## src/rtl/core/clipped_line_rasterizer_assert.svh

```systemverilog
// Assertion macros used by the line rasteriser RTL.
`ifndef CLIPPED_LINE_RASTERIZER_ASSERT_SVH
`define CLIPPED_LINE_RASTERIZER_ASSERT_SVH

// same-cycle implication, sampled on clk, off while in reset
`define CRL_ASSERT_IMP(lbl, ante, cons) \
  lbl: assert property (@(posedge clk) disable iff (!rst_n) (ante) |-> (cons)) \
    else $error("assertion failed");

// next-cycle implication
`define CRL_ASSERT_NXT(lbl, ante, cons) \
  lbl: assert property (@(posedge clk) disable iff (!rst_n) (ante) |=> (cons)) \
    else $error("assertion failed");

`endif

```

## src/rtl/core/crl_pkg.sv

```systemverilog
// Shared constants, types and helpers for the clipped line rasteriser.
package crl_pkg;

  localparam int COORD_BITS  = 16;
  localparam int DIFF_BITS   = COORD_BITS + 1;
  localparam int PROD_BITS   = 2 * DIFF_BITS;
  localparam int CNT_BITS    = $clog2(PROD_BITS + 1);
  localparam int DIM_BITS    = 11;
  localparam int PIX_BITS    = 10;
  localparam int OFS_BITS    = 20;
  localparam int COLOUR_BITS = 8;
  localparam int ERR_BITS    = 13;
  localparam int CFG_IDX_BITS = 2;

  localparam logic [DIM_BITS-1:0] MAX_DIM      = 11'd1024;
  localparam logic [DIM_BITS-1:0] RESET_WIDTH  = 11'd320;
  localparam logic [DIM_BITS-1:0] RESET_HEIGHT = 11'd200;

  localparam logic [CFG_IDX_BITS-1:0] REG_WIDTH  = 2'd0;
  localparam logic [CFG_IDX_BITS-1:0] REG_HEIGHT = 2'd1;

  localparam logic OP_LINE = 1'b0;
  localparam logic OP_TICK = 1'b1;

  localparam logic [3:0] OC_LEFT   = 4'd1;
  localparam logic [3:0] OC_RIGHT  = 4'd2;
  localparam logic [3:0] OC_BOTTOM = 4'd4;
  localparam logic [3:0] OC_TOP    = 4'd8;

  localparam logic [2:0] MAX_CLIP = 3'd4;

  typedef struct packed {
    logic sel;     // latch edge operands
    logic mul;     // register product and divisor
    logic div_go;  // start divider
    logic upd;     // write clipped endpoint
    logic load;    // load stepping state
  } crl_cmd_t;

  typedef struct packed {
    logic zero_dim;
    logic on_screen;
    logic reject;
    logic den_zero;
    logic div_busy;
    logic active;
  } crl_stat_t;

  function automatic logic [3:0] outcode(input logic signed [COORD_BITS-1:0] x,
                                         input logic signed [COORD_BITS-1:0] y,
                                         input logic [DIM_BITS-1:0] w,
                                         input logic [DIM_BITS-1:0] h);
    logic signed [DIFF_BITS-1:0] xs, ys, ws, hs;
    logic [3:0] c;
    xs = DIFF_BITS'(x);
    ys = DIFF_BITS'(y);
    ws = $signed({{(DIFF_BITS-DIM_BITS){1'b0}}, w});
    hs = $signed({{(DIFF_BITS-DIM_BITS){1'b0}}, h});
    c = '0;
    if (xs < 0)   c = c | OC_LEFT;
    if (xs >= ws) c = c | OC_RIGHT;
    if (ys < 0)   c = c | OC_TOP;
    if (ys >= hs) c = c | OC_BOTTOM;
    return c;
  endfunction

  function automatic logic [DIM_BITS-1:0] sat_dim(input logic [DIM_BITS-1:0] r);
    return (r > MAX_DIM) ? MAX_DIM : r;
  endfunction

endpackage

```

## src/rtl/core/clipped_line_rasterizer.sv

```systemverilog
// Clipped line rasteriser: Cohen-Sutherland clip, then Bresenham pixel stepping.
//
// Input channel (in_*): op selects a line command or a tick. A command carries
// two signed endpoints and a colour; it gives no result and replaces any line
// in progress. A tick emits the next pixel of the active line on out_*, with
// out_last high on the final pixel; a tick with no active line gives nothing.
// Config channel (cfg_*): index 0 is screen width, index 1 screen height;
// always ready; it is to be written only while the block is idle, which the
// block itself does not enforce. Ticks: one per cycle while in_ready is high,
// result registered in the cycle after the transfer. Commands: an on-screen
// line loads the stepping state with no clip step; each clip step runs operand
// select, multiply, divider start, a wait on the 34-step one-bit-per-cycle
// divider and update, at most four steps. in_ready is low while a command runs.
// A finished pixel waits in the output register; the next input is taken in
// the cycle the receiver takes it, so a stalled receiver stalls the input.
// Reset (rst_n low, synchronous) drops any line, clears the output and sets
// the screen to 320 by 200.
module clipped_line_rasterizer import crl_pkg::*; (
  input  logic                         clk,
  input  logic                         rst_n,
  input  logic                         in_valid,
  output logic                         in_ready,
  input  logic                         in_op,
  input  logic signed [COORD_BITS-1:0] in_start_x,
  input  logic signed [COORD_BITS-1:0] in_start_y,
  input  logic signed [COORD_BITS-1:0] in_end_x,
  input  logic signed [COORD_BITS-1:0] in_end_y,
  input  logic [COLOUR_BITS-1:0]       in_colour_in,
  output logic                         out_valid,
  input  logic                         out_ready,
  output logic [PIX_BITS-1:0]          out_pixel_x,
  output logic [PIX_BITS-1:0]          out_pixel_y,
  output logic [OFS_BITS-1:0]          out_pixel_offset,
  output logic [COLOUR_BITS-1:0]       out_colour_out,
  output logic                         out_last,
  input  logic                         cfg_valid,
  output logic                         cfg_ready,
  input  logic [CFG_IDX_BITS-1:0]      cfg_index,
  input  logic [DIM_BITS-1:0]          cfg_data
);

  `include "clipped_line_rasterizer_assert.svh"

  logic [DIM_BITS-1:0] width_r, height_r;
  crl_cmd_t  cmd;
  crl_stat_t stat;
  logic      idle, in_xfer, line_accept, tick_accept;

  assign cfg_ready = 1'b1;

  always_ff @(posedge clk) begin
    if (!rst_n) begin
      width_r  <= RESET_WIDTH;
      height_r <= RESET_HEIGHT;
    end else if (cfg_valid) begin
      if (cfg_index == REG_WIDTH)  width_r  <= cfg_data;
      if (cfg_index == REG_HEIGHT) height_r <= cfg_data;
    end
  end

  assign in_ready    = idle && (!out_valid || out_ready);
  assign in_xfer     = in_valid && in_ready;
  assign line_accept = in_xfer && (in_op == OP_LINE);
  assign tick_accept = in_xfer && (in_op == OP_TICK);

  crl_ctrl u_ctrl (
    .clk         (clk),
    .rst_n       (rst_n),
    .line_accept (line_accept),
    .stat        (stat),
    .cmd         (cmd),
    .idle        (idle)
  );

  crl_dp u_dp (
    .clk           (clk),
    .rst_n         (rst_n),
    .cmd           (cmd),
    .stat          (stat),
    .view_width    (width_r),
    .view_height   (height_r),
    .line_accept   (line_accept),
    .tick_accept   (tick_accept),
    .start_x       (in_start_x),
    .start_y       (in_start_y),
    .end_x         (in_end_x),
    .end_y         (in_end_y),
    .colour_in     (in_colour_in),
    .out_ready     (out_ready),
    .out_valid     (out_valid),
    .pixel_x       (out_pixel_x),
    .pixel_y       (out_pixel_y),
    .pixel_offset  (out_pixel_offset),
    .colour_out    (out_colour_out),
    .last          (out_last)
  );

  // a command always enters the clip sequencer, so in_ready is low in the cycle after it is taken
  `CRL_ASSERT_NXT(a_line_blocks, line_accept, !in_ready)
  // a result appears only after a tick transfer
  `CRL_ASSERT_NXT(a_no_spurious_out, (!out_valid || out_ready) && !tick_accept, !out_valid)
  // a command drops the line in progress
  `CRL_ASSERT_NXT(a_line_clears, line_accept, !stat.active)
  // the stepping state is loaded only with both endpoints on screen
  `CRL_ASSERT_IMP(a_load_on_screen, cmd.load, stat.on_screen && !stat.zero_dim)

endmodule

```

## src/rtl/core/crl_div.sv

```systemverilog
// Restoring divider, one quotient bit per cycle, unsigned magnitudes.
module crl_div import crl_pkg::*; (
  input  logic                 clk,
  input  logic                 rst_n,
  input  logic                 start,
  input  logic [PROD_BITS-1:0] dividend,
  input  logic [DIFF_BITS-1:0] divisor,
  output logic                 busy,
  output logic [PROD_BITS-1:0] quotient
);

  logic [DIFF_BITS-1:0] rem_r, rem_nxt;
  logic [PROD_BITS-1:0] dvd_r, dvd_nxt;
  logic [CNT_BITS-1:0]  cnt_r, cnt_nxt;
  logic                 busy_r, busy_nxt;
  logic [DIFF_BITS:0]   trial;
  logic                 qbit;

  always_comb begin
    trial    = {rem_r, dvd_r[PROD_BITS-1]};
    qbit     = (trial >= {1'b0, divisor});
    rem_nxt  = rem_r;
    dvd_nxt  = dvd_r;
    cnt_nxt  = cnt_r;
    busy_nxt = busy_r;
    if (start) begin
      rem_nxt  = '0;
      dvd_nxt  = dividend;
      cnt_nxt  = CNT_BITS'(PROD_BITS);
      busy_nxt = 1'b1;
    end else if (busy_r) begin
      rem_nxt  = qbit ? DIFF_BITS'(trial - {1'b0, divisor}) : trial[DIFF_BITS-1:0];
      dvd_nxt  = {dvd_r[PROD_BITS-2:0], qbit};
      cnt_nxt  = cnt_r - 1'b1;
      busy_nxt = (cnt_r != CNT_BITS'(1));
    end
  end

  always_ff @(posedge clk) begin
    if (!rst_n) begin
      busy_r <= 1'b0;
      cnt_r  <= '0;
    end else begin
      busy_r <= busy_nxt;
      cnt_r  <= cnt_nxt;
    end
    rem_r <= rem_nxt;
    dvd_r <= dvd_nxt;
  end

  assign busy     = busy_r;
  assign quotient = dvd_r;

endmodule

```

## src/rtl/core/crl_dp.sv

```systemverilog
// Datapath: clip endpoints and operands, divider, Bresenham state, output register.
module crl_dp import crl_pkg::*; (
  input  logic                          clk,
  input  logic                          rst_n,
  input  crl_cmd_t                      cmd,
  output crl_stat_t                     stat,
  input  logic [DIM_BITS-1:0]           view_width,
  input  logic [DIM_BITS-1:0]           view_height,
  input  logic                          line_accept,
  input  logic                          tick_accept,
  input  logic signed [COORD_BITS-1:0]  start_x,
  input  logic signed [COORD_BITS-1:0]  start_y,
  input  logic signed [COORD_BITS-1:0]  end_x,
  input  logic signed [COORD_BITS-1:0]  end_y,
  input  logic [COLOUR_BITS-1:0]        colour_in,
  input  logic                          out_ready,
  output logic                          out_valid,
  output logic [PIX_BITS-1:0]           pixel_x,
  output logic [PIX_BITS-1:0]           pixel_y,
  output logic [OFS_BITS-1:0]           pixel_offset,
  output logic [COLOUR_BITS-1:0]        colour_out,
  output logic                          last
);

  logic [DIM_BITS-1:0] w_dim, h_dim;
  assign w_dim = sat_dim(view_width);
  assign h_dim = sat_dim(view_height);

  // clip state
  logic signed [COORD_BITS-1:0] x1_r, y1_r, x2_r, y2_r, base_r, fix_r;
  logic signed [DIFF_BITS-1:0]  num_r, t_r, den_r;
  logic                         horiz_r, first_r, neg_r;
  logic [PROD_BITS-1:0]         prod_r;
  logic [DIFF_BITS-1:0]         dmag_r;
  logic [COLOUR_BITS-1:0]       colour_r;

  logic [3:0] c1, c2, csel;
  logic signed [DIFF_BITS-1:0] dx, dy, x1e, y1e;
  logic signed [DIFF_BITS-1:0] wm1, hm1;

  assign c1   = outcode(x1_r, y1_r, w_dim, h_dim);
  assign c2   = outcode(x2_r, y2_r, w_dim, h_dim);
  assign csel = (c1 != 4'd0) ? c1 : c2;
  assign x1e  = DIFF_BITS'(x1_r);
  assign y1e  = DIFF_BITS'(y1_r);
  assign dx   = DIFF_BITS'(x2_r) - x1e;
  assign dy   = DIFF_BITS'(y2_r) - y1e;
  assign wm1  = $signed({{(DIFF_BITS-DIM_BITS){1'b0}}, w_dim}) - DIFF_BITS'(1);
  assign hm1  = $signed({{(DIFF_BITS-DIM_BITS){1'b0}}, h_dim}) - DIFF_BITS'(1);

  // multiply and divide
  logic [DIFF_BITS-1:0] num_mag, t_mag;
  logic                 div_busy;
  logic [PROD_BITS-1:0] quot;
  assign num_mag = num_r[DIFF_BITS-1] ? DIFF_BITS'(-num_r) : DIFF_BITS'(num_r);
  assign t_mag   = t_r[DIFF_BITS-1]   ? DIFF_BITS'(-t_r)   : DIFF_BITS'(t_r);

  crl_div u_div (
    .clk      (clk),
    .rst_n    (rst_n),
    .start    (cmd.div_go),
    .dividend (prod_r),
    .divisor  (dmag_r),
    .busy     (div_busy),
    .quotient (quot)
  );

  // new point stays inside the segment's box, so the quotient fits DIFF_BITS
  logic signed [DIFF_BITS:0] qv, res;
  assign qv  = $signed({1'b0, quot[DIFF_BITS-1:0]});
  assign res = neg_r ? ((DIFF_BITS+1)'(base_r) - qv) : ((DIFF_BITS+1)'(base_r) + qv);

  always_ff @(posedge clk) begin
    if (line_accept) begin
      x1_r     <= start_x;
      y1_r     <= start_y;
      x2_r     <= end_x;
      y2_r     <= end_y;
      colour_r <= colour_in;
    end else if (cmd.upd) begin
      if (first_r) begin
        x1_r <= horiz_r ? res[COORD_BITS-1:0] : fix_r;
        y1_r <= horiz_r ? fix_r : res[COORD_BITS-1:0];
      end else begin
        x2_r <= horiz_r ? res[COORD_BITS-1:0] : fix_r;
        y2_r <= horiz_r ? fix_r : res[COORD_BITS-1:0];
      end
    end
    if (cmd.sel) begin
      first_r <= (c1 != 4'd0);
      // edge order: bottom, top, right, left
      if ((csel & OC_BOTTOM) != 4'd0) begin
        horiz_r <= 1'b1; fix_r <= COORD_BITS'(hm1);
        t_r <= hm1 - y1e; num_r <= dx; den_r <= dy; base_r <= x1_r;
      end else if ((csel & OC_TOP) != 4'd0) begin
        horiz_r <= 1'b1; fix_r <= '0;
        t_r <= -y1e; num_r <= dx; den_r <= dy; base_r <= x1_r;
      end else if ((csel & OC_RIGHT) != 4'd0) begin
        horiz_r <= 1'b0; fix_r <= COORD_BITS'(wm1);
        t_r <= wm1 - x1e; num_r <= dy; den_r <= dx; base_r <= y1_r;
      end else begin
        horiz_r <= 1'b0; fix_r <= '0;
        t_r <= -x1e; num_r <= dy; den_r <= dx; base_r <= y1_r;
      end
    end
    if (cmd.mul) begin
      prod_r <= num_mag * t_mag;
      dmag_r <= den_r[DIFF_BITS-1] ? DIFF_BITS'(-den_r) : DIFF_BITS'(den_r);
      neg_r  <= (num_r[DIFF_BITS-1] ^ t_r[DIFF_BITS-1]) ^ den_r[DIFF_BITS-1];
    end
  end

  // Bresenham stepping state
  logic                       active_r, active_nxt;
  logic [DIM_BITS-1:0]        cur_x_r, cur_y_r, stop_x_r, stop_y_r, span_x_r, span_y_r;
  logic                       sxn_r, syn_r;
  logic signed [ERR_BITS-1:0] err_r;
  logic [COLOUR_BITS-1:0]     line_colour_r;

  logic [DIM_BITS-1:0]        lx1, ly1, lx2, ly2;
  logic                       fin, step_x, step_y;
  logic signed [ERR_BITS:0]   e2, sx_e, sy_e;
  logic signed [ERR_BITS-1:0] err_nxt;

  assign lx1 = x1_r[DIM_BITS-1:0];
  assign ly1 = y1_r[DIM_BITS-1:0];
  assign lx2 = x2_r[DIM_BITS-1:0];
  assign ly2 = y2_r[DIM_BITS-1:0];

  assign fin    = (cur_x_r == stop_x_r) && (cur_y_r == stop_y_r);
  assign e2     = {err_r, 1'b0};
  assign sx_e   = $signed({{(ERR_BITS+1-DIM_BITS){1'b0}}, span_x_r});
  assign sy_e   = $signed({{(ERR_BITS+1-DIM_BITS){1'b0}}, span_y_r});
  assign step_x = (e2 > -sy_e);
  assign step_y = (e2 < sx_e);

  always_comb begin
    err_nxt = err_r;
    if (step_x) err_nxt = err_nxt - ERR_BITS'(sy_e);
    if (step_y) err_nxt = err_nxt + ERR_BITS'(sx_e);
  end

  always_comb begin
    active_nxt = active_r;
    if (line_accept) active_nxt = 1'b0;
    else if (cmd.load) active_nxt = 1'b1;
    else if (tick_accept && active_r && fin) active_nxt = 1'b0;
  end

  always_ff @(posedge clk) begin
    if (!rst_n) begin
      active_r <= 1'b0;
    end else begin
      active_r <= active_nxt;
    end
    if (cmd.load) begin
      cur_x_r       <= lx1;
      cur_y_r       <= ly1;
      stop_x_r      <= lx2;
      stop_y_r      <= ly2;
      span_x_r      <= (lx1 < lx2) ? lx2 - lx1 : lx1 - lx2;
      span_y_r      <= (ly1 < ly2) ? ly2 - ly1 : ly1 - ly2;
      sxn_r         <= !(lx1 < lx2);
      syn_r         <= !(ly1 < ly2);
      err_r         <= ERR_BITS'((lx1 < lx2) ? lx2 - lx1 : lx1 - lx2)
                     - ERR_BITS'((ly1 < ly2) ? ly2 - ly1 : ly1 - ly2);
      line_colour_r <= colour_r;
    end else if (tick_accept && active_r && !fin) begin
      err_r <= err_nxt;
      if (step_x) cur_x_r <= sxn_r ? cur_x_r - 1'b1 : cur_x_r + 1'b1;
      if (step_y) cur_y_r <= syn_r ? cur_y_r - 1'b1 : cur_y_r + 1'b1;
    end
  end

  // output register
  logic                   out_valid_r;
  logic [PIX_BITS-1:0]    px_r, py_r;
  logic [OFS_BITS-1:0]    ofs_r;
  logic [COLOUR_BITS-1:0] col_r;
  logic                   last_r;
  logic [PIX_BITS+DIM_BITS-1:0] ofs_full;

  assign ofs_full = (PIX_BITS+DIM_BITS)'(cur_y_r[PIX_BITS-1:0])
                  * (PIX_BITS+DIM_BITS)'(w_dim)
                  + (PIX_BITS+DIM_BITS)'(cur_x_r[PIX_BITS-1:0]);

  always_ff @(posedge clk) begin
    if (!rst_n) begin
      out_valid_r <= 1'b0;
    end else if (tick_accept && active_r) begin
      out_valid_r <= 1'b1;
    end else if (out_ready) begin
      out_valid_r <= 1'b0;
    end
    if (tick_accept && active_r) begin
      px_r   <= cur_x_r[PIX_BITS-1:0];
      py_r   <= cur_y_r[PIX_BITS-1:0];
      ofs_r  <= ofs_full[OFS_BITS-1:0];
      col_r  <= line_colour_r;
      last_r <= fin;
    end
  end

  assign out_valid    = out_valid_r;
  assign pixel_x      = px_r;
  assign pixel_y      = py_r;
  assign pixel_offset = ofs_r;
  assign colour_out   = col_r;
  assign last         = last_r;

  assign stat.zero_dim  = (w_dim == '0) || (h_dim == '0);
  assign stat.on_screen = ((c1 | c2) == 4'd0);
  assign stat.reject    = ((c1 & c2) != 4'd0);
  assign stat.den_zero  = (den_r == '0);
  assign stat.div_busy  = div_busy;
  assign stat.active    = active_r;

endmodule

```

## src/rtl/core/crl_ctrl.sv

```systemverilog
// Controller: sequences the clip iterations and the stepping-state load.
module crl_ctrl import crl_pkg::*; (
  input  logic      clk,
  input  logic      rst_n,
  input  logic      line_accept,
  input  crl_stat_t stat,
  output crl_cmd_t  cmd,
  output logic      idle
);

  typedef enum logic [2:0] {
    ST_IDLE, ST_CHECK, ST_MUL, ST_DIV_GO, ST_DIV_WAIT, ST_UPDATE
  } state_t;

  state_t     state_r, state_nxt;
  logic [2:0] iter_r, iter_nxt;

  always_comb begin
    state_nxt = state_r;
    iter_nxt  = iter_r;
    cmd       = '0;
    case (state_r)
      ST_IDLE: begin
        if (line_accept) begin
          state_nxt = ST_CHECK;
          iter_nxt  = '0;
        end
      end
      ST_CHECK: begin
        if (stat.zero_dim) begin
          state_nxt = ST_IDLE;
        end else if (stat.on_screen) begin
          cmd.load  = 1'b1;
          state_nxt = ST_IDLE;
        end else if (stat.reject || iter_r == MAX_CLIP) begin
          state_nxt = ST_IDLE;
        end else begin
          cmd.sel   = 1'b1;
          state_nxt = ST_MUL;
        end
      end
      ST_MUL: begin
        if (stat.den_zero) begin
          state_nxt = ST_IDLE;
        end else begin
          cmd.mul   = 1'b1;
          state_nxt = ST_DIV_GO;
        end
      end
      ST_DIV_GO: begin
        cmd.div_go = 1'b1;
        state_nxt  = ST_DIV_WAIT;
      end
      ST_DIV_WAIT: begin
        if (!stat.div_busy) state_nxt = ST_UPDATE;
      end
      ST_UPDATE: begin
        cmd.upd   = 1'b1;
        iter_nxt  = iter_r + 1'b1;
        state_nxt = ST_CHECK;
      end
      default: state_nxt = ST_IDLE;
    endcase
  end

  always_ff @(posedge clk) begin
    if (!rst_n) begin
      state_r <= ST_IDLE;
      iter_r  <= '0;
    end else begin
      state_r <= state_nxt;
      iter_r  <= iter_nxt;
    end
  end

  assign idle = (state_r == ST_IDLE);

endmodule
```

## config.mk

```make
export PLATFORM = sky130hd
export DESIGN_NAME = clipped_line_rasterizer
export DESIGN_NICKNAME = d
export VERILOG_FILES = /design/src/rtl/core/crl_pkg.sv /design/src/rtl/core/clipped_line_rasterizer.sv /design/src/rtl/core/crl_div.sv /design/src/rtl/core/crl_dp.sv /design/src/rtl/core/crl_ctrl.sv
export VERILOG_INCLUDE_DIRS = /design/src /design/src/rtl/core
export SDC_FILE = /design/constraint.sdc
export NUM_CORES = 2
export LEC_CHECK = 0
export ABC_AREA = 0
export BUFFER_PORTS_ARGS = -buffer_cell sky130_fd_sc_hd__buf_4
export CAP_MARGIN = 10
export CORE_ASPECT_RATIO = 1.75
export CORE_MARGIN = 2
export CORE_UTILIZATION = 59
export CTS_BUF_LIST = sky130_fd_sc_hd__clkbuf_8
export CTS_CLUSTER_DIAMETER = 120
export DETAILED_ROUTE_END_ITERATION = 7
export GPL_ROUTABILITY_DRIVEN = 0
export PLACE_DENSITY = 0.79
export SYNTH_ARGS = -nofsm -noshare
export SYNTH_HDL_FRONTEND = slang
export SYNTH_SLANG_ARGS = --single-unit
```

## constraint.sdc

```tcl
create_clock -name clk -period 8.1 [get_ports clk]
set_clock_uncertainty 0.2 [all_clocks]
set_input_delay 2.025 -clock clk [delete_from_list [all_inputs] [get_ports clk]]
set_output_delay 2.025 -clock clk [all_outputs]
set_load 0.005 [all_outputs]
```

Word-level counts from Yosys, hierarchy flattened
Cells that the tools add are included.
W data, S select, Z words.
{"block": "totals", "regBits": 435, "in_bits": 91, "out_inout_bits": 52, "elab_cells": 242}
{"block": "classes", "add_sub_neg": 33, "mul": 2, "magnitude_cmp": 15, "eq_ne": 13, "muxes": 89, "bitwise": 6, "n_reduce_logical": 42}
{"op": "$mux W16", "n": 21}
{"op": "$mux W17", "n": 10}
{"op": "$mux W11", "n": 12}
{"op": "$mux W13", "n": 6}
{"op": "$mux W34", "n": 2}
{"op": "$ge A16 B12 Y1", "n": 4}
{"op": "$lt A16 B1 Y1 const B", "n": 4}
{"op": "$neg A17 Y17", "n": 3}
{"op": "$sub A11 B11 Y12", "n": 4}
{"op": "$sub A11 B11 Y11", "n": 4}
{"op": "$mul A17 B17 Y34", "n": 1}
{"op": "$neg A16 Y17", "n": 2}
{"op": "$sub A12 B16 Y17", "n": 2}
{"op": "$sub A16 B16 Y17", "n": 2}
{"op": "$sub A11 B1 Y12 const B", "n": 2}
{"op": "$add A11 B1 Y11 const B", "n": 2}
{"op": "$eq A11 B11 Y1", "n": 2}
{"op": "$gt A11 B11 Y1 const B", "n": 2}
{"op": "$logic_not A11 Y1", "n": 2}
{"op": "$lt A11 B11 Y1", "n": 2}
{"op": "$sub A11 B1 Y11 const B", "n": 2}
{"op": "$add A20 B10 Y20", "n": 1}
{"op": "$mul A10 B11 Y20", "n": 1}
{"op": "$mux W1", "n": 20}
{"op": "40 further kinds", "n": 87}

Logic depth before layout (Yosys ltp)
{"block": "depth", "ltp_word": 13, "mapped_depth": 31, "mapped_depth_nobuf": 29}

Modules after synthesis
A second synthesis with hierarchy kept.
{"block": "unflattened", "cells_unflattened": 4488, "hier_area_um2": 42439.5}
{"module": "crl_dp", "n_inst": 1, "cells_per_inst": 4026, "area_per_inst_um2": 37746.2, "seq_area_each_um2": 10339.9}
{"module": "crl_div", "n_inst": 1, "cells_per_inst": 325, "area_per_inst_um2": 3415.8, "seq_area_each_um2": 1501.4}
{"module": "clipped_line_rasterizer", "n_inst": 1, "cells_per_inst": 97, "area_per_inst_um2": 923.4, "seq_area_each_um2": 440.4}
{"module": "crl_ctrl", "n_inst": 1, "cells_per_inst": 40, "area_per_inst_um2": 354.1, "seq_area_each_um2": 120.1}

Worst setup path after synthesis
Ideal clock, no wire load.
{"block": "synth_path", "kind": "reg2reg", "from": "reg u_dp.num_r[0]", "to": "reg u_dp.prod_r[33], data pin", "setup_ns": 0.260, "arrival_ns": 7.366, "required_time_ns": 7.640, "path_slack_ns": 0.274, "path_stages_with_launch": 32, "n_path_buf": 3, "period_less_slack_ns": 7.826, "cell_sequence": "edfxtp_1 > clkbuf_1 > inv_1 > clkbuf_1 > ha_1 > nand2b_1 > or3_1 > inv_1 > nand2_1 > o31ai_1 > xnor2_1 > clkbuf_1 > nand2_1 > fa_1 > fa_1 > fa_1 > inv_1 > fa_1 > fa_1 > inv_1 > fa_1 > inv_1 > ha_1 > a21oi_1 > and2_1 > a22o_1 > a21oi_1 > nand3_1 > a31oi_1 > a221o_1 > a21oi_1 > xnor2_1"}
{"block": "synth_between", "elab_chain_cells": 3}
{"item": "start, declared", "line": "crl_dp.sv:31", "text": "logic signed [DIFF_BITS-1:0] num_r, t_r, den_r;"}
{"item": "start signal, assigned", "line": "crl_dp.sv:94", "text": "t_r <= hm1 - y1e; num_r <= dx; den_r <= dy; base_r <= x1_r;"}
{"item": "start signal, assigned", "line": "crl_dp.sv:97", "text": "t_r <= -y1e; num_r <= dx; den_r <= dy; base_r <= x1_r;"}
{"item": "start signal, assigned", "line": "crl_dp.sv:100", "text": "t_r <= wm1 - x1e; num_r <= dy; den_r <= dx; base_r <= y1_r;"}
{"item": "$neg A17 Y17", "line": "crl_dp.sv:55", "text": "assign num_mag = num_r[DIFF_BITS-1] ? DIFF_BITS'(-num_r) : DIFF_BITS'(num_r);"}
{"item": "$mux W17 *", "line": "crl_dp.sv:55"}
{"item": "$mul A17 B17 Y34 *", "line": "crl_dp.sv:107", "text": "prod_r <= num_mag * t_mag;"}
{"item": "end signal, assigned", "line": "crl_dp.sv:107"}
{"item": "end, declared", "line": "crl_dp.sv:33", "text": "logic [PROD_BITS-1:0] prod_r;"}
Every way passes the cells marked *; elsewhere a longest branch is shown, timed or not.
A chain may end at the register's enable or synchronous reset.

Worst setup path after layout
{"block": "layout_path", "from": "reg u_dp.t_r[7]", "to": "reg u_dp.prod_r[33], data pin"}
{"block": "layout_between", "elab_chain_cells": 3}
{"item": "start, declared", "line": "crl_dp.sv:31"}
{"item": "start signal, assigned", "line": "crl_dp.sv:94"}
{"item": "start signal, assigned", "line": "crl_dp.sv:97"}
{"item": "start signal, assigned", "line": "crl_dp.sv:100"}
{"item": "$neg A17 Y17", "line": "crl_dp.sv:56", "text": "assign t_mag = t_r[DIFF_BITS-1] ? DIFF_BITS'(-t_r) : DIFF_BITS'(t_r);"}
{"item": "$mux W17 *", "line": "crl_dp.sv:56"}
{"item": "$mul A17 B17 Y34 *", "line": "crl_dp.sv:107"}
Marks and branches as above.

==> flow_results.org <==
** Layout
- Area delta synth->final :: 10.1%
- Number of nets at the end of the flow :: 5401
- Fill cells :: 5501
- Area of all placed cells without fillers :: 45700 um2
- Fraction of final layout cells sized beyond drive strength 1 :: 0.100

** STA
- Final slew viol count :: 0
- At the pin with the least slew margin, the transition time is 1.29 ns.
- After routing, the total negative slack on setup checks comes to 0 ns.
- Hold Violations, Final :: 0
- F_max :: 126 MHz
- Setup violations remaining at the end of the flow were counted as 0.
- Tcrit/Tclk final :: 0.979
- Clock period minus worst slack :: 7.93 ns
- Worst slew margin :: 0.137

** Power and ir drop
- Summed over all cells, the static leakage comes to 20.5 nW.
- Power density over the cells :: 312 nW/um2
- The analysis attributes to net switching a power of 6.32 mW.
- The share of total power dissipated in combinational logic is 0.634.
- Across the VDD grid, the largest voltage drop is 0.000578 V.
- Switching portion of total power :: 0.443
- Of the total power, registers draw 0.223.
- Of the total power, the clock network draws 0.143.
- The design draws 14.3 mW.
- Pint :: 7.95 mW

** Placed design
- During placement, the flow inserted port buffers numbering 141.
- The wire-length estimate of the detail-placed layout is 97.9 mm.
- After detailed placement, the total cell area comes to 43900 um2.

** Worst setup path
- At the worst endpoint, the required time is 8.34 ns.
- Critical Path AT :: 8.17 ns
- Startpoint of the worst-slack reg-to-reg timing path :: u_dp.t_r[7]$_DFFE_PP_
- For the worst flop-to-flop path, the logic depth is 22.
- Flop2flop setup slack :: 0.17 ns
- Destination of the worst register-to-register timing path :: u_dp.prod_r[33]$_DFFE_PP_
- The worst setup path is captured at a flip-flop.
- In this run the worst path has a maximum fanout of 7.
- STA classifies the critical path startpoint as a flip-flop.
- Type of the worst setup path :: reg -> reg

** Synth
- Number of nets produced by synthesis :: 5229
- Post-synthesis cell area :: 41500 um2
- FF+latch count, synth :: 431
- Counting every instance in the synthesized netlist gives 4402.
- Post-synth EDFFs :: 377
- The synthesized netlist contains 89 unique library cells.
- The share of synthesized area in the top cell type comes to 0.273.
- Sequential share of the synthesized area :: 0.299
- Post-synth top cells :: inv_1 (573), nand2_1 (507), ha_1 (420)
- Averaged over all synthesized cells, the footprint is 9.43 um2.
- Total number of yosys warnings :: 0
- The most used flip-flop cell after synthesis is edfxtp_1.
- Top cells by area, synth :: edfxtp_1 (27%), fa_1 (15%), ha_1 (13%)
- Fraction of synthesis flops using an asynchronous set or reset pin :: 0
- Synth area leader :: edfxtp_1
- Library cell with the highest instance count after synthesis :: inv_1

** Die
- Measured along the x axis, the die boundary spans 204 um.
- Standard-cell rows :: 128
- The initial utilization of the core area, before any placement, comes to 0.596.
- In this run the vertical extent of the chip is 355 um.
- In this run the count of I/O pins placed on the die edge is 143.
- Area of the placeable core :: 69700 um2
- Area of the die :: 72600 um2

** Clock tree
- Latest clock arrival within the worst-skew pair :: 0.74 ns
- H-tree level count :: 3
- The tree is rooted in a clkbuf_8.
- The clock net in this run drives a total of 431 sinks.
- CTS tree :: done
- In this run the deepest clock path goes through 3 buffers.
- After clock tree synthesis, the clock-pin slew on the worst setup and hold paths is 0.07 ns.
- Counting the buffers created by CTS gives 69.
- Total of hold buffers inserted after clock tree synthesis :: 0

** Drt
- DR WL/cell :: 23.0 um
- After detailed routing, the number of remaining DRC violations is 0.
- Antenna Violating Nets Remaining :: 0
- Overall via count from detail_route :: 34300
- DRC marker count from the first detailed-route iteration :: 3113
- Final Routed Wirelength :: 127 mm
- The first detailed-routing pass took 8 iterations.
- Using the TritonRoute via totals, the vias-per-cell ratio works out to 6.19.

** Status
- Status :: finished, final reports clean

** Global routing
- The first global-routing pass estimated 194 mm of wire.
- Number of antenna violations at the first check in global routing :: 8
- Entering global routing, the biggest net connects 83 pins.
- Vias in the first global route :: 35100
- For this run the aggregate overflow at the end of global routing stands at 0.
- Global-route usage over all layers :: 0.355

** Worst hold path
- For hold timing, the worst endpoint is u_dp.colour_out[4]$_DFFE_PP_.
- Counting instances, the worst hold path has a depth of 0.
- Class of the most critical hold timing path :: reg -> reg
- The worst hold path begins at u_dp.line_colour_r[4]$_DFFE_PP_.

** Job
- Number of maximum-capacitance violations :: 0
-- final cells by class --
| type | instances | area (um2) | area share |
|---|---|---|---|
| Tap cell | 910 | 1140 | 0.0249 |
| Clock buffer | 74 | 1020 | 0.0223 |
| Clock inverter | 53 | 443 | 0.00969 |
| Multi-Input combinational cell | 3256 | 26700 | 0.584 |
| Timing Repair Buffer | 242 | 1830 | 0.0401 |
| Sequential cell | 431 | 12400 | 0.271 |
| Antenna cell | 2 | 5.00 | 0.000110 |
| Inverter | 574 | 2150 | 0.0472 |
-- registers in the layout, summed over array words and instances (netlist names), 12 cells and up --
register / count
u_dp.den_r: 17
u_dp.num_r: 17
u_dp.y1_r: 16
u_dp.u_div.rem_r: 17
u_dp.base_r: 16
u_dp.fix_r: 12
u_dp.y2_r: 16
u_dp.u_div.quotient: 34
u_dp.prod_r: 34
u_dp.t_r: 17
u_dp.pixel_offset: 20
u_dp.dmag_r: 17
u_dp.err_r: 13
u_dp.x1_r: 16
u_dp.x2_r: 16
-- metrics by stage --
step / hold WS [ns] / utilization / cells / worst slack, ns
floorplan: 0.200 / - / 4402 / 0.274
global placement: 0.200 / 0.630 / 5410 / 0.00863
detailed placement: 0.205 / 0.630 / 5410 / -0.191
CTS: 0.211 / 0.652 / 5537 / 0.00719
global route: 0.225 / 0.656 / 5541 / -0.0452
finish: 0.210 / 0.656 / 5542 / 0.169
-- cell usage in the layout, fill, tap and decap left out, types with 67 or more instances in the layout --
cell      Yosys  final
inv_1       573    586
edfxtp_1    377    377
nor2_1      376    374
buf_4         3    240
ha_1        420    419
and2_1       67     67
a21oi_1     224    223
o21ai_0     185    177
clkbuf_8      0     74
nor3_1       73     71
xnor2_1     225    213
nand2_1     507    505
fa_1        316    316
xor2_1      107    103
-- worst max path at each step --
stage / from / endpoint / slack [ns] / cells past startpoint
4_1_cts: u_dp.t_r[7]$_DFFE_PP_ / u_dp.prod_r[30]$_DFFE_PP_ / 0.007 / 22
5_1_grt: u_dp.num_r[5]$_DFFE_PP_ / u_dp.prod_r[33]$_DFFE_PP_ / -0.05 / 26
6_report: u_dp.t_r[7]$_DFFE_PP_ / u_dp.prod_r[33]$_DFFE_PP_ / 0.17 / 22
3_5_place_dp: u_dp.t_r[7]$_DFFE_PP_ / u_dp.prod_r[33]$_DFFE_PP_ / -0.19 / 22
3_3_place_gp: u_dp.num_r[5]$_DFFE_PP_ / u_dp.prod_r[33]$_DFFE_PP_ / 0.009 / 24
2_1_floorplan: u_dp.num_r[0]$_DFFE_PP_ / u_dp.prod_r[33]$_DFFE_PP_ / 0.27 / 31
-- critical path, cell delays in order, from the launching register on --
cell	delay, ns
edfxtp_1	0.49
or4_4	0.60
or3_4	0.46
or4b_4	0.58
nor2_1	0.20
fa_1	0.47
fa_1	0.55
fa_1	0.53
fa_1	0.52
fa_1	0.54
inv_1	0.05
fa_1	0.52
inv_1	0.04
ha_1	0.35
a21o_1	0.20
a21oi_1	0.20
nor2_1	0.10
o21ai_2	0.25
a31oi_1	0.11
buf_4	0.16
a221o_1	0.28
a21oi_1	0.18
xnor2_1	0.08
-- logic make-up (layout without fill, tap and decap cells) --
logic type	count (synthesis)	in the layout	share of synthesized area
other	1	3	0.0000904
DFF	431	431	0.299
xor gates and xnor gates	332	332	0.0701
buffers and inverters	715	943	0.0658
adders and majority gates	736	736	0.279
and+or+nand+nor	1301	1301	0.142
muxes	80	80	0.0208
AOI/OAI and AO/OA	806	806	0.123
-- repair_timing --
action,CTS,global route
gates resized for setup,4,44
pin swaps,0,3
buffers inserted,0,3
setup endpoints to repair,1,9
-- per-layer routing --
| layer | share of wire | up-vias | global-route usage |
|---|---|---|---|
| met5 | 0.00085 | - | 0.00606 |
| met4 | 0.12 | 8 | 0.352 |
| met3 | 0.087 | 876 | 0.0896 |
| met2 | 0.48 | 1933 | 0.601 |
| met1 | 0.31 | 16200 | 0.343 |
| li1 | - | 15300 | - |
-- power by group through the flow --
stage          clock network (mW)  logic [mW]  registers (mW)
2_1_floorplan                   0        6.71            3.14
3_3_place_gp                    0        8.55            3.20
3_5_place_dp                    0        8.81            3.21
4_1_cts                      2.07        8.86            3.16
5_1_grt                      2.15        10.2            3.19
6_report                     2.04        9.05            3.18
Power figures use the tool's default switching activity.
